File: src/rtl/core/sgs_pkg.sv
// Shared types, widths and the rounding/saturation helper for the
// Savitzky-Golay smoother. No dependencies.
package sgs_pkg;

  localparam int NUM_CH      = 7;
  localparam int SAMPLE_W    = 16;
  localparam int COEF_W      = 18;
  localparam int IDX_W       = 5;
  localparam int PROD_W      = SAMPLE_W + COEF_W;
  localparam int ACC_W       = 40;   // 34-bit products, up to 31 of them
  localparam int HI_W        = ACC_W - 16;
  localparam int WINDOW_DEF  = 9;
  localparam int LANES_DEF   = 7;
  localparam int S_TDATA_W   = 136;
  localparam int M_TDATA_W   = NUM_CH * SAMPLE_W;

  // tdata bit offsets of the input word
  localparam int IDX_LSB     = 0;
  localparam int COEF_LSB    = IDX_LSB + IDX_W;
  localparam int SAMPLE_LSB  = COEF_LSB + COEF_W;

  localparam int RND_HALF    = 32768;
  localparam int SAT_MAX     = 32767;
  localparam int SAT_MIN     = -32768;

  // tuser codes of the input word
  localparam logic REQ_PUSH  = 1'b0;
  localparam logic REQ_LOAD  = 1'b1;

  typedef struct packed {
    logic shift;      // move every cell one place down the chain
    logic load_new;   // head takes the new vector, else the tail (rotate)
  } chain_ctl_t;

  typedef struct packed {
    logic clear;      // zero the accumulators
    logic mul_en;     // take a product this cycle
  } mac_ctl_t;

  typedef struct packed {
    logic                clip;
    logic [SAMPLE_W-1:0] val;
  } res_t;

  // floor((acc + 2^15) / 2^16), saturated to 16 bits
  function automatic res_t sat_round(input logic signed [ACC_W-1:0] acc);
    logic signed [ACC_W-1:0] t;
    logic signed [HI_W-1:0]  hi;
    res_t                    r;
    t  = acc + ACC_W'(RND_HALF);
    hi = t[ACC_W-1:16];
    r.clip = 1'b0;
    r.val  = hi[SAMPLE_W-1:0];
    if (hi > HI_W'(SAT_MAX)) begin
      r.clip = 1'b1;
      r.val  = 16'h7fff;
    end else if (hi < HI_W'(SAT_MIN)) begin
      r.clip = 1'b1;
      r.val  = 16'h8000;
    end
    return r;
  endfunction

endpackage

File: src/rtl/core/sgs_cell.sv
// One window cell: holds one sample vector (all lanes) and passes it on.
// Depends on sgs_pkg.
module sgs_cell #(
  parameter int LANES = sgs_pkg::LANES_DEF
) (
  input  logic                             clk_i,
  input  logic                             rst_ni,
  input  logic                             shift_i,
  input  logic [LANES*sgs_pkg::SAMPLE_W-1:0] d_i,
  output logic [LANES*sgs_pkg::SAMPLE_W-1:0] q_o
);

  logic [LANES*sgs_pkg::SAMPLE_W-1:0] vec_q;

  always_ff @(posedge clk_i or negedge rst_ni) begin
    if (!rst_ni) begin
      vec_q <= '0;
    end else if (shift_i) begin
      vec_q <= d_i;
    end
  end

  assign q_o = vec_q;

endmodule

File: src/rtl/core/sgs_chain.sv
// Sample window as a chain of cells, newest at the head, oldest at the tail.
// Rotating WINDOW times walks the window past the tail, oldest first.
// Depends on sgs_pkg and sgs_cell.
module sgs_chain #(
  parameter int WINDOW = sgs_pkg::WINDOW_DEF,
  parameter int LANES  = sgs_pkg::LANES_DEF
) (
  input  logic                               clk_i,
  input  logic                               rst_ni,
  input  sgs_pkg::chain_ctl_t                ctl_i,
  input  logic [LANES*sgs_pkg::SAMPLE_W-1:0] new_vec_i,
  output logic [LANES*sgs_pkg::SAMPLE_W-1:0] tail_o
);

  logic [LANES*sgs_pkg::SAMPLE_W-1:0] link [WINDOW+1];

  // rotate feeds the tail back into the head
  assign link[0] = ctl_i.load_new ? new_vec_i : link[WINDOW];

  for (genvar i = 0; i < WINDOW; i++) begin : g_cell
    sgs_cell #(
      .LANES (LANES)
    ) u_cell (
      .clk_i   (clk_i),
      .rst_ni  (rst_ni),
      .shift_i (ctl_i.shift),
      .d_i     (link[i]),
      .q_o     (link[i+1])
    );
  end

  assign tail_o = link[WINDOW];

endmodule

File: config.mk
export PLATFORM = sky130hd
export DESIGN_NAME = sgs_chain
export DESIGN_NICKNAME = d
export VERILOG_FILES = /design/src/rtl/core/sgs_pkg.sv /design/src/rtl/core/sgs_cell.sv /design/src/rtl/core/sgs_chain.sv
export SDC_FILE = /design/constraint.sdc
export NUM_CORES = 1
export LEC_CHECK = 0
export BUFFER_PORTS_ARGS = -buffer_cell sky130_fd_sc_hd__clkbuf_2
export CAP_MARGIN = 20
export CORE_ASPECT_RATIO = 1.25
export CORE_MARGIN = 5
export CORE_UTILIZATION = 60
export DETAILED_ROUTE_END_ITERATION = 12
export PLACE_DENSITY = 0.86
export SLEW_MARGIN = 15
export SYNTH_ARGS = -nofsm -noshare
export SYNTH_HDL_FRONTEND = slang
export SYNTH_SLANG_ARGS = --single-unit
File: constraint.sdc
create_clock -name clk_i -period 2 [get_ports clk_i]
set_input_delay 0.2 -clock clk_i [delete_from_list [all_inputs] [get_ports clk_i]]
set_output_delay 0.2 -clock clk_i [all_outputs]
set_load 0.01 [all_outputs]
==> flow_metrics.tcl <==
set metrics [dict create \
    cts.root.buffer_cell "sky130_fd_sc_hd__clkbuf_16" \
    yosysMostFrequentCell "sky130_fd_sc_hd__dfrtp_1" \
    status "complete, no violations" \
    holdWs_ns 0.0475 \
    share_of_the_synthesized_area_in_compound_gates_ao_oa_aoi_oai 0.0145 \
    post_place_setup_slack_ns 0.464 \
    rsz_0062_raised_after_global_routing "no" \
    post-route-worst-setup-slack_ns 0.451 \
    critical_path_peak_fanout 3 \
    synth_sequential_area_ratio 0.655 \
    floorplan.die.height_microns 293 \
    synth-xor-area-share 0 \
    required_ns 2.50 \
    worst_hold_path_type "primary input to register" \
    timing.final.setup_violations 0 \
    detailedPlacementHpwl_mm 43.1 \
    multi_input_comb_area_sq_mm 0.0122 \
    setup.worst_path.end_class "register" \
    flow.area_growth_from_synthesis_pct 18.3 \
    count_of_placed_standard_cells_in_the_final_layout_fillers_left_out 3707 \
    gp_congestion 0.773 \
    placement_rows 103 \
    io-pin-count 228 \
    power_density_mw_per_mm2 1440 \
    vias 20200 \
    synth_warnings 0 \
    groute.usage.overall 0.209 \
    timing.critical_path.arrival_ns 2.05 \
    synth-edff-count 0 \
    clk-insertion-delay-late_ns 0.63 \
    number_of_nets_in_the_final_layout 2909 \
    design.die.area_sq_mm 0.0694 \
    post_synth_and_or_nand_nor_area_fraction 0.0109 \
    fin_crit_sh 0.775 \
    netlist_top_cells_area "sky130_fd_sc_hd__dfrtp_1, sky130_fd_sc_hd__mux2_2, sky130_fd_sc_hd__mux2i_1, sky130_fd_sc_hd__buf_6, sky130_fd_sc_hd__mux2_1" \
    post-place-cells 3420 \
    slew_of_the_pin_with_the_lowest_slew_margin_ns 0.655 \
    postRouteAntennaNets 0 \
    timing.setup.tns_ns 0 \
    ctsResizeCount 0 \
    largest_reg_flops 1008 \
    syn_area_per_cell_sq_um 16.2 \
    post_route_cells_drive_above_1_share 0.464 \
    netlist.area_leader.share 0.655 \
    wire_per_inst_microns 19.3 \
    total_leakage_power_nw 19.6 \
    grt_antenna_before_repair 0 \
    detailed_routing_iterations_pass_1 4 \
    post_synth_fa_ha_maj_area_fraction 0 \
    ys_top_cells_by_count "sky130_fd_sc_hd__dfrtp_1, sky130_fd_sc_hd__mux2_2, sky130_fd_sc_hd__a21oi_1, sky130_fd_sc_hd__mux2i_1, sky130_fd_sc_hd__nor2_1" \
    core_sq_mm 0.0634 \
    skew_ns 0.0195 \
    cts.repair_timing.setup_buffer_count 0 \
    synth_fp_nets 2494 \
    cell_taking_the_most_area_after_synthesis "sky130_fd_sc_hd__dfrtp_1" \
    drt_iter0_drcs 959 \
    cts_buffers 93 \
    global_route_wire_length_before_repair_mm 120 \
    ys_ff_latch 1008 \
    start_kind "register" \
    grt_max_degree 104 \
    htree_num_levels 3 \
    final_count_of_hold_timing_violations 0 \
    post_synth_mux_area_share 0.291 \
    post_synth_num_cell_types 10 \
    detail_route.wirelength_mm 71.4 \
    timing.max_cap.violations 0 \
    critPathKind "register to register" \
    max-slew-margin-rel 0.564 \
    largest_family_of_logic_cells_by_synthesized_area "multiplexers" \
    ys_async_sr_fraction 1.00 \
    max_freq_mhz 646 \
    netlist_area_sq_mm 0.0385 \
    drt-vias-per-instance 5.45 \
    clock_path_buffers 3 \
    die_width_microns 237 \
    clock-sinks 1008 \
    filler_cell_count 3720 \
    syn-instance-count 2378 \
    antennaDiodeCount 0 \
    clk_transition_reported_paths_ns 0.06 \
    timing.final.max_slew_violations 0 \
    start_util 0.608 \
    final.min_clock_period_ns 1.55 \
    drc 0 \
    grt_pass1_vias 23200 \
    tritoncts "yes" \
    report.power.total_mw 65.6 \
    vdd_drop_max_v 0.000980 \
    ys_dominant_reg_cell "sky130_fd_sc_hd__dfrtp_1" \
    placement.io_buffers 227 \
    final-seq-area_sq_mm 0.0252 \
    gr-total-overflow 0 \
]
worst max-delay path, cell delays in order, from the launching register on:
cell                            delay, ns
sky130_fd_sc_hd__dfrtp_1             0.43
sky130_fd_sc_hd__mux2i_1             0.29
sky130_fd_sc_hd__a21oi_1             0.12
sky130_fd_sc_hd__dlygate4sd3_1       0.58
final timing paths:
path / startpoint / to / slack (ns) / depth (start not counted)
setup / recovery: g_cell[8].u_cell.q_o[86] / g_cell[0].u_cell.q_o[86] / 0.45 / 3
hold / removal: new_vec_i[110] / g_cell[0].u_cell.q_o[110] / 0.05 / 3
setup reg to reg: g_cell[8].u_cell.q_o[86] / g_cell[0].u_cell.q_o[86] / 0.45 / 3
hold reg to reg: g_cell[2].u_cell.q_o[86] / g_cell[2].u_cell.q_o[86] / 0.48 / 1
max in group asynchronous: rst_ni / g_cell[7].u_cell.q_o[49] / 0.96 / 4
min in group asynchronous: rst_ni / g_cell[5].u_cell.q_o[99] / 0.15 / 2
where the power goes:
part	internal (mW)	switching (mW)	total (mW)
Sequential	28.8	5.09	33.9
Clock	11.6	7.57	19.1
Combinational	7.64	4.96	12.6
cell usage in the layout, fill, tap and decap left out:
cell type,n
sky130_fd_sc_hd__clkbuf_1,12
sky130_fd_sc_hd__clkbuf_8,18
sky130_fd_sc_hd__buf_12,46
sky130_fd_sc_hd__buf_8,2
sky130_fd_sc_hd__inv_6,2
sky130_fd_sc_hd__clkbuf_2,224
sky130_fd_sc_hd__clkinv_2,23
sky130_fd_sc_hd__mux2_1,64
sky130_fd_sc_hd__bufinv_16,18
sky130_fd_sc_hd__a21oi_1,112
sky130_fd_sc_hd__mux2i_1,112
sky130_fd_sc_hd__mux2_2,832
sky130_fd_sc_hd__clkbuf_16,93
sky130_fd_sc_hd__dlygate4sd3_1,118
sky130_fd_sc_hd__buf_4,67
sky130_fd_sc_hd__nor2_1,112
sky130_fd_sc_hd__dfrtp_1,1008
sky130_fd_sc_hd__buf_6,1
sky130_fd_sc_hd__clkinvlp_4,1
sky130_fd_sc_hd__inv_16,2
stage by stage:
stage	util	instance area (sq um)
final	0.719	45600
after global routing	0.719	45600
after CTS	0.719	45600
after detailed placement	0.647	41100
after global placement	0.647	41100
after floorplan	-	38500
timing repair:
action,CTS,global route
hold buffers,118,0
endpoints found under the hold margin,272,0
setup endpoints to repair,0,0
layout make-up:
class,count,share of cell area
timing repair buffer,458,0.0827
clock inverter,46,0.0158
clock buffer,123,0.0575
tap,840,0.0231
sequential,1008,0.553
multi-input combinational,1232,0.268
per-layer routing:
layer,routed length (microns),share of wire,GRT usage
met5,0,0,0
met4,2020,0.028,0.0741
met3,2350,0.033,0.0338
met2,39000,0.55,0.381
met1,28100,0.39,0.255
cell families after synthesis:
kind of cell	Yosys count
mux	1008
compound gates	112
buf+inv	138
flops	1008
simple gates	112
No activity file was read; power rests on OpenSTA's default activity.
